`src/sv/ptsc_pkg.sv`:
```
// Shared types and constants for the polynomial term sorter.
package ptsc_pkg;

    localparam int PW = 16;
    localparam int CW = 32;
    localparam int TW = 31;

    typedef enum logic [1:0] {
        ST_LOAD  = 2'b01,
        ST_DRAIN = 2'b10
    } back_state_t;

    typedef struct packed {
        logic signed [PW-1:0] power;
        logic signed [CW-1:0] coef;
        logic                 last;
        logic                 stored;
        logic                 ovf;
    } entry_t;

    typedef struct packed {
        logic          mode;
        logic [TW-1:0] threshold;
    } cfg_t;

    localparam logic CFG_MODE      = 1'b0;
    localparam logic CFG_THRESHOLD = 1'b1;

endpackage

```
`src/sv/ptsc_queue.sv`:
```
// Short entry queue between front and back.
module ptsc_queue
    import ptsc_pkg::*;
(
    input  logic   clk,
    input  logic   rst_n,
    input  logic   push,
    input  entry_t push_data,
    output logic   push_ready,
    output logic   pop_valid,
    output entry_t pop_data,
    input  logic   pop
);
    localparam int DEPTH = 4;
    localparam int AW    = $clog2(DEPTH);

    entry_t            mem_reg [DEPTH];
    logic [AW-1:0]     wr_reg, wr_next, rd_reg, rd_next;
    logic [AW:0]       cnt_reg, cnt_next;
    logic              do_push, do_pop;

    assign push_ready = (cnt_reg != (AW+1)'(DEPTH));
    assign pop_valid  = (cnt_reg != '0);
    assign pop_data   = mem_reg[rd_reg];
    assign do_push    = push && push_ready;
    assign do_pop     = pop && pop_valid;

    always_comb
    begin
        wr_next  = do_push ? wr_reg + 1'b1 : wr_reg;
        rd_next  = do_pop ? rd_reg + 1'b1 : rd_reg;
        cnt_next = cnt_reg + (AW+1)'(do_push) - (AW+1)'(do_pop);
    end

    always_ff @(posedge clk)
    begin
        if (do_push)
            mem_reg[wr_reg] <= push_data;
    end

    always_ff @(posedge clk or negedge rst_n)
    begin
        if (!rst_n)
        begin
            wr_reg  <= '0;
            rd_reg  <= '0;
            cnt_reg <= '0;
        end
        else
        begin
            wr_reg  <= wr_next;
            rd_reg  <= rd_next;
            cnt_reg <= cnt_next;
        end
    end
endmodule

```
`config.mk`:
```
export PLATFORM = sky130hd
export DESIGN_NAME = ptsc_queue
export DESIGN_NICKNAME = d
export VERILOG_FILES = /design/src/sv/ptsc_pkg.sv /design/src/sv/ptsc_queue.sv
export SDC_FILE = /design/constraint.sdc
export NUM_CORES = 1
export LEC_CHECK = 0
export BUFFER_PORTS_ARGS = -buffer_cell sky130_fd_sc_hd__buf_2
export CORE_MARGIN = 2
export CORE_UTILIZATION = 45
export CTS_CLUSTER_SIZE = 8
export DETAILED_ROUTE_END_ITERATION = 7
export MAX_ROUTING_LAYER = met4
export SLEW_MARGIN = 10
export SYNTH_ARGS = -nofsm -noshare
export SYNTH_HDL_FRONTEND = slang
export SYNTH_SLANG_ARGS = --single-unit
```
`constraint.sdc`:
```
create_clock -name clk -period 3.3 [get_ports clk]
set_input_delay 0.33 -clock clk [delete_from_list [all_inputs] [get_ports clk]]
set_output_delay 0.33 -clock clk [all_outputs]
set_load 0.005 [all_outputs]
```
==> impl_results.md <==
- Worst Tran Pin Value: 703.1 ps
- Port Buffers: 107
- Max Clock Freq: 374.6 MHz
- Post-synthesis sequential area ratio: 79.85%
- Final WL: 14220 µm
- Post-synthesis compound-gate area fraction: 0.4122%
- Synth Area in XOR/XNOR: less than 1%
- First-pass GRT wire length: 21410 µm
- Final setup viols: 0
- Synth Area in Simple Gates: 1.332%
- Leakage: 3.373 nW
- Number of routed nets with antenna violations: 0
- Worst flop-to-flop path startpoint: cnt_reg[1]
- Core area: about 17000 µm²
- # IOs: 108
- Vias in the first global route: 3933
- Design Power: 8.758 mW
- CP required: 2970 ps
- CTS Buf Count: 30
- CP Capture Type: primary output
- H-tree levels: 1
- Max FFs per register: 204
- Worst Path Max Fanout: 24
- First drt pass iteration count: 4
- Reg2reg path depth: 9
- Maximum VDD drop: just under 0.0005 V
- Largest family of logic cells by synthesized area: multiplexers
- Clock transition at path regs: 50 ps
- Initial antenna violation count: 1
- DR iter-0 viols: 206
- Synth Area per Inst: 25.62 µm²
- Cells after Synth: 308
- Unrepaired setup endpoints after global routing: false
- Die height: 136.4 µm
- DIE WIDTH: around 140 µm
- Clock Tree Root: clkbuf_16
- GRT Total Usage: between 10% and 20%
- Final worst slack: 630.6 ps
- Worst setup path end: pop_data[21]
- CP startpoint: rd_reg[0]
- Largest net degree at the start of global routing: 44
- Final Max Slew Viols: 0
- Slew Limit Headroom: 53.13%
- Crit start category: flop
- Pwr per Cell Area: 900.4 nW/µm²
- Ys Warns: 0
- CTS tree: built
- Post-DP HPWL: 8210 µm
- Synth Cell Area: slightly below 8000 µm²
- Minimum clock period: 2669 ps
- Worst hold path type: input port to flop
- Clock Tree Buf Depth: 3
- Syn Nets: 370
- Outcome: finished clean
- GP Congestion: 0.7465
- Remaining DRCs: 0
- Share of layout cells above drive strength 1: 41.91%
- Total grt overflow: 0
- Critical Path AT: 2340 ps
- Worst reg2reg path endpoint: cnt_reg[2]
- Yosys reg bits: 211
- Area Overhead vs Synth: 23.26%
- WHS: 21.80 ps
- Multiplexer area fraction after synthesis: between 10% and 20%
- Vias post-DR: 3627
- Post-Synth Adder-Cell Area: ~1.2%
- CP max stage cell: dfrtp_4
- Worst-skew pair later-pin latency: 530 ps
- Post-route clock period utilization: 80.89%
- FILL cells: 1302
- Max Cap Violations: 0
- Layout Cells excl Fill: 708
- Placed cell count: 636
- Clock Sinks: 211
- Worst path cell trace: buf_4 -> mux4_2 -> buf_2
- Starting density of the core: between 40 and 50%
- Reg2reg setup slack: 1040 ps
- Kind of critical path: flop to primary output
- Setup bufs post-CTS: 0
- Post-DR vias/cell: 5.123
- Largest stage delay, worst path: 730 ps
- Final Hold Fails: 0
- Die area: 18610 µm²
- Nets: 520
- Setup TNS: 0 ps
- Synth cell types: 22
- Placement Setup Slack: 1031 ps
- DR WL/cell: between 20 and 25 µm
- Row count: 48
- Post-Route Skew: ~11 ps
## synth_stat cells (all sizes together)
| library cell | n | area share (%) |
|---|---|---|
| and3b | 4 | 0.44 |
| buf | 11 | 1.7 |
| clkbuf | 1 | 0.048 |
| dfrtp | 7 | 2.2 |
| edfxtp | 204 | 78 |
| fa | 1 | 0.25 |
| ha | 6 | 0.95 |
| inv | 6 | 0.29 |
| mux4 | 51 | 15 |
| nand2 | 1 | 0.048 |
| nand2b | 4 | 0.32 |
| nand4bb | 2 | 0.29 |
| nor3b | 1 | 0.16 |
| o211ai | 2 | 0.19 |
| o311ai | 1 | 0.11 |
| o31a | 1 | 0.11 |
| or3 | 1 | 0.079 |
| xnor2 | 3 | 0.33 |
| xor2 | 1 | 0.11 |
## stage by stage
step	util [%]	area [µm²]
after global placement	50.48	8701
final	56.43	9727
after global routing	56.43	9727
after CTS	56.42	9724
after detailed placement	50.48	8701
after floorplan	-	7891
## placed cells by master (no fill, tap or decap), types with 2 or more instances in the layout
master / instances
nand4bb_1: 2
clkbuf_16: 31
dlygate4sd3_1: 15
buf_4: 3
clkbuf_1: 24
o211ai_1: 2
mux4_2: 48
inv_1: 6
buf_12: 5
dfrtp_1: 5
buf_2: 107
mux4_1: 3
nand2b_1: 4
edfxtp_1: 204
xnor2_1: 3
ha_1: 6
and3b_2: 4
## worst min path at each step
stage | endpoint | slack [ps] | from | depth (start not counted)
3_3_place_gp | cnt_reg[0] | 180 | rst_n | 1
5_1_grt | mem_reg[0][4] | 6 | push_data[4] | 1
6_report | mem_reg[1][15] | 20 | push_data[15] | 1
4_1_cts | mem_reg[2][49] | 0.1 | push_data[49] | 1
2_1_floorplan | cnt_reg[0] | 30 | rst_n | 0
3_5_place_dp | cnt_reg[0] | 170 | rst_n | 1
## final cells by class
type / count / area (µm²) / share of cell area [%]
Clock inverter: 1 / 7.507 / 0.07718
Inverter: 6 / 22.52 / 0.2315
Sequential cell: 211 / 6306 / 64.83
Clock buffer: 55 / 865.8 / 8.901
Multi-Input combinational cell: 79 / 1433 / 14.73
Tap cell: 225 / 281.5 / 2.894
Timing Repair Buffer: 130 / 808.3 / 8.310
Antenna cell: 1 / 2.502 / 0.02573
## power by group
part           switching (mW)  internal (mW)
combinational            1.01           1.15
clock                    1.03           1.74
sequential              0.285           3.54
## cell families after synthesis
| group | after synthesis |
|---|---|
| AOI/OAI and AO/OA | 4 |
| xor gates and xnor gates | 4 |
| adders and majority gates | 7 |
| buffers and inverters | 18 |
| DFF | 211 |
| muxes | 51 |
| and+or+nand+nor | 13 |
## per-layer routing
metal	up-vias	GRT usage, %	share of wire (%)
met1	1868	19.68	42
met4	0	5.208	2.2
met2	98	26.86	51
met3	29	3.095	4.9
met5	-	-	0
li1	1632	-	-
## worst max-delay path: cells and delay by family, from the launching register on
family	cells	cell delay, ps
muxes	1	560
buffers and inverters	2	520
DFF	1	730
## what timing repair did
item	4_1_cts	5_1_grt
hold buffers	15	0
endpoints found under the hold margin	56	0
resized for setup	0	0
(Power assumes the default switching activity.)
