===== config.mk =====
export PLATFORM = sky130hd
export DESIGN_NAME = ptsc_front_flat
export DESIGN_NICKNAME = d
export VERILOG_FILES = /design/src/sv/ptsc_pkg.sv /design/src/sv/ptsc_if.sv /design/src/sv/ptsc_front.sv /design/src/flat_wrapper.sv
export SDC_FILE = /design/constraint.sdc
export NUM_CORES = 1
export LEC_CHECK = 0
export BUFFER_PORTS_ARGS = -buffer_cell sky130_fd_sc_hd__buf_4
export CORE_UTILIZATION = 34
export CTS_BUF_LIST = sky130_fd_sc_hd__clkbuf_8
export DETAILED_ROUTE_END_ITERATION = 8
export MAX_ROUTING_LAYER = met4
export PLACE_DENSITY = 0.83
export SLEW_MARGIN = 20
export SYNTH_ARGS = -nofsm -noshare
export SYNTH_HDL_FRONTEND = slang
export SYNTH_SLANG_ARGS = --single-unit

===== constraint.sdc =====
create_clock -name clk -period 1.65 [get_ports clk]
set_input_delay 0.0825 -clock clk [delete_from_list [all_inputs] [get_ports clk]]
set_output_delay 0.0825 -clock clk [all_outputs]
set_load 0.01 [all_outputs]

===== src/sv/ptsc_pkg.sv =====
// Shared types and constants for the polynomial term sorter.
package ptsc_pkg;

    localparam int PW = 16;
    localparam int CW = 32;
    localparam int TW = 31;

    typedef enum logic [1:0] {
        ST_LOAD  = 2'b01,
        ST_DRAIN = 2'b10
    } back_state_t;

    typedef struct packed {
        logic signed [PW-1:0] power;
        logic signed [CW-1:0] coef;
        logic                 last;
        logic                 stored;
        logic                 ovf;
    } entry_t;

    typedef struct packed {
        logic          mode;
        logic [TW-1:0] threshold;
    } cfg_t;

    localparam logic CFG_MODE      = 1'b0;
    localparam logic CFG_THRESHOLD = 1'b1;

endpackage


===== src/sv/ptsc_if.sv =====
// Stream interfaces for terms in and sorted terms out.
interface ptsc_term_if;
    import ptsc_pkg::*;
    logic                 valid;
    logic                 ready;
    logic signed [PW-1:0] term_power;
    logic signed [CW-1:0] term_coefficient;
    logic                 last_term;
    modport source (output valid, term_power, term_coefficient, last_term, input ready);
    modport sink (input valid, term_power, term_coefficient, last_term, output ready);
endinterface



===== src/sv/ptsc_front.sv =====
// Front end: counts loads per polynomial, flags overflow, queues entries.
module ptsc_front
    import ptsc_pkg::*;
#(
    parameter int MAX_TERMS = 64
) (
    input  logic   clk,
    input  logic   rst_n,
    ptsc_term_if.sink term,
    output logic   push,
    output entry_t push_data,
    input  logic   push_ready
);
    localparam int NW = $clog2(MAX_TERMS + 1);

    logic [NW-1:0] count_reg, count_next;
    logic          ovf_reg, ovf_next;
    logic          full;
    logic          take;

    assign term.ready = push_ready;
    assign take       = term.valid && push_ready;
    assign full       = (count_reg == NW'(MAX_TERMS));
    // dropped terms vanish unless they carry the end marker
    assign push       = take && (!full || term.last_term);

    always_comb
    begin
        push_data.power  = term.term_power;
        push_data.coef   = term.term_coefficient;
        push_data.last   = term.last_term;
        push_data.stored = !full;
        push_data.ovf    = ovf_reg || full;
        count_next = count_reg;
        ovf_next   = ovf_reg;
        if (take)
        begin
            if (term.last_term)
            begin
                count_next = '0;
                ovf_next   = 1'b0;
            end
            else if (full)
                ovf_next = 1'b1;
            else
                count_next = count_reg + 1'b1;
        end
    end

    always_ff @(posedge clk or negedge rst_n)
    begin
        if (!rst_n)
        begin
            count_reg <= '0;
            ovf_reg   <= 1'b0;
        end
        else
        begin
            count_reg <= count_next;
            ovf_reg   <= ovf_next;
        end
    end
endmodule


===== src/flat_wrapper.sv =====
// flat-port wrapper written by rule: the top's interface ports become plain ports
module ptsc_front_flat import ptsc_pkg::*;
#(
    parameter int MAX_TERMS = 64
)
  (clk, rst_n, push, push_data, push_ready, term_valid, term_term_power, term_term_coefficient, term_last_term, term_ready);
  ptsc_term_if term_i ();
  input  logic clk;
  input  logic rst_n;
  output logic push;
  output entry_t push_data;
  input  logic push_ready;
  input wire logic [$bits(term_i.valid)-1:0] term_valid;
  input wire logic [$bits(term_i.term_power)-1:0] term_term_power;
  input wire logic [$bits(term_i.term_coefficient)-1:0] term_term_coefficient;
  input wire logic [$bits(term_i.last_term)-1:0] term_last_term;
  output wire logic [$bits(term_i.ready)-1:0] term_ready;
  assign term_i.valid = term_valid;
  assign term_i.term_power = term_term_power;
  assign term_i.term_coefficient = term_term_coefficient;
  assign term_i.last_term = term_last_term;
  assign term_ready = term_i.ready;
  ptsc_front #(.MAX_TERMS(MAX_TERMS)) u_core (.clk(clk), .rst_n(rst_n), .term(term_i), .push(push), .push_data(push_data), .push_ready(push_ready));
endmodule

==> metrics <==
Post-DP HPWL 1198 µm; Largest register FFs 7; sequential share of power 41.9%; vias in the first global route 506; Die Ht 52.65 µm; clock root buffer clkbuf_8; crit path capture type output pin; FF+latch area 200.2 µm²; unique cell type count in the Yosys netlist 29; total number of vias 525; CTS H-tree lvls 1; Worst Skew 0.002803 ns; crit path time final 1.583 ns; FILL cells 241; fin nets 123; initial antenna violation count 0; total clock buffers created by CTS 3; syn_nets 157; DRC viols 0; max-slew violations 0; Post-Syn Area per Cell 8.550 µm²; Cell Rows 17; Rel. slew slack 80.26%; Hold Fails Final Rpt 0; GR Util met1 11.19%; Initial Utilization 37.61%; Final period util 95.93%; critical path class register to output pin; ANT cells 0; Sw Pwr 0.0001428 W; Initial DRT Pass Iterations 4; CTS tree yes; multi-input logic area 277.8 µm²; setup violators final 0; num ports 106; Tot Pwr 0.0005659 W; post-synthesis cell count 102; Die Span X 52.65 µm; clk sinks 8; layout cell share with drive strength beyond 1 30.30%; GRT Util Overall 12.11%; Mapped Area 872.1 µm²; YS warnings 0; PwrDens 854.9 nW/µm²; clk_lat worst skew 0.22 ns; Logic pwr share 17.7%; Max-cap violations 0; commonest non-fill, non-tap cell in the layout buf_4; largest net degree at the start of global routing 14; WL per Instance 16.61 µm; busiest layer in global routing met2; first-pass GRT wire length 2297 µm; final wirelength 1561 µm; Critical Path Source Type register; Syn-to-layout area delta -24.10%; Via-to-Cell Ratio 5.585; die area 2772 µm²; clock power share 40.4%; fmax 631.8 MHz; WP data arrival 1.50 ns; Internal Pwr Total 0.0004230 W; IO Port Bufs 9; flops & latches, synth 8; Routability Congestion 0.8488; switching fraction of total power 25.24%; core area 2318 µm²; 1st-iter DRT viols 15; global route overflow 0; Static Leakage 0.3136 nW; CP Data Required Time 1.57 ns; GR Util met3 6.667%; commonest non-fill, non-tap cells in the layout buf_4, dfrtp_1, inv_1, nor2_1, nand3_1; met2 usage 19.20%; status finished clean; worst hold path class primary input to register; Seq/Total Area, Yosys 22.96%; Routed Antenna Nets 0; Clock Pin Slew Worst Setup and Hold Paths 0.04 ns; maximum vdd drop 491.1 µV; placed insts 88; Layout Cells excl Fill 94; clk buf depth 2; worst-margin pin slew 0.2924 ns; CP Max Fanout 5
-- per-layer routing --
layer  vias up  share of wire (%)
met1       240                 35
met2        39                 48
met3        16                 12
met4         0                4.9
met5         -                  0
li1        230                  -
-- power groups by stage --
stage / registers, W / clock network (W) / logic (W)
after global routing: 0.000241 / 0.000243 / 0.000113
after floorplan: 0.000233 / 0 / 0.000179
after CTS: 0.000236 / 0.000237 / 0.0000884
after detailed placement: 0.000238 / 0 / 0.0000865
after global placement: 0.000237 / 0 / 0.0000805
final: 0.000237 / 0.000228 / 0.000100
-- synthesized netlist by cell type --
master	instances	area (µm²)
nor4_1	2	12.51
and4bb_4	1	16.27
nand3_1	4	20.02
nand2_1	3	11.26
o21ai_0	1	5.000
a31o_1	1	8.760
inv_1	4	15.01
nand2_2	2	12.51
a41o_2	1	11.26
nand3b_1	1	7.510
a32o_2	1	11.26
o21a_1	1	7.510
nor2b_1	1	6.260
o311ai_0	2	17.52
clkbuf_1	1	3.750
or4_1	1	7.510
nand2b_1	1	6.260
a21o_2	1	8.760
dfrtp_1	8	200.2
a221o_1	2	20.02
a21oi_1	1	5.000
o41ai_1	1	8.760
buf_4	50	375.4
and3_1	2	12.51
and4_1	1	8.760
nor2_1	4	15.01
a31oi_1	1	6.260
and2_0	1	6.260
ha_1	2	25.02
-- logic make-up after synthesis --
logic type	Yosys count	synth area share, %
buffers and inverters	55	45.19
and+or+nand+nor	24	16.36
AOI/OAI and AO/OA	13	12.63
DFF	8	22.96
adders and majority gates	2	2.869
-- critical path: stages (launching register included) --
cell,delay [ns]
dfrtp_1,0.41
inv_1,0.07
ha_1,0.19
and4bb_4,0.21
a31o_1,0.23
inv_1,0.05
buf_4,0.11
-- through the flow --
stage          setup TNS, ns  utilization [%]  hold slack, ns  cell area, µm²  worst slack, ns
2_1_floorplan              0                -         -0.2131           872.1           0.2762
3_3_place_gp               0            25.69        -0.09265           595.6           0.2703
3_5_place_dp               0            25.69        -0.09389           595.6           0.2017
4_1_cts                    0            27.90          0.1428           646.9          0.07557
5_1_grt             -0.01575            28.55          0.1650           661.9         -0.01575
6_report                   0            28.55          0.1434           661.9          0.06715
-- path summary, 6_finish.rpt --
kind / from / endpoint / slack (ns) / depth (start not counted)
setup / recovery: u_core.count_reg[0] / push / 0.07 / 6
hold / removal: term_last_term / u_core.count_reg[6] / 0.14 / 2
setup reg to reg: u_core.count_reg[0] / u_core.count_reg[1] / 0.18 / 5
hold reg to reg: u_core.count_reg[6] / u_core.count_reg[6] / 0.48 / 1
max in group asynchronous: rst_n / u_core.count_reg[2] / 1.31 / 2
min in group asynchronous: rst_n / u_core.count_reg[6] / 0.21 / 2
-- layout make-up --
cell class / count / share of cell area [%]
multi-input cells: 39 / 41.97
repair buffers: 12 / 13.99
inverters: 4 / 2.268
well taps: 28 / 5.293
flip-flops and latches: 8 / 30.25
clock buffers: 3 / 6.238
-- repair_timing --
action / in CTS / in global routing
hold endpoints to repair: 8 / 0
buffers inserted: 0 / 2
gates resized for setup: 0 / 0
endpoints found under the setup margin: 0 / 1
hold buffers: 1 / 0
No activity file was read; power rests on OpenSTA's default activity.
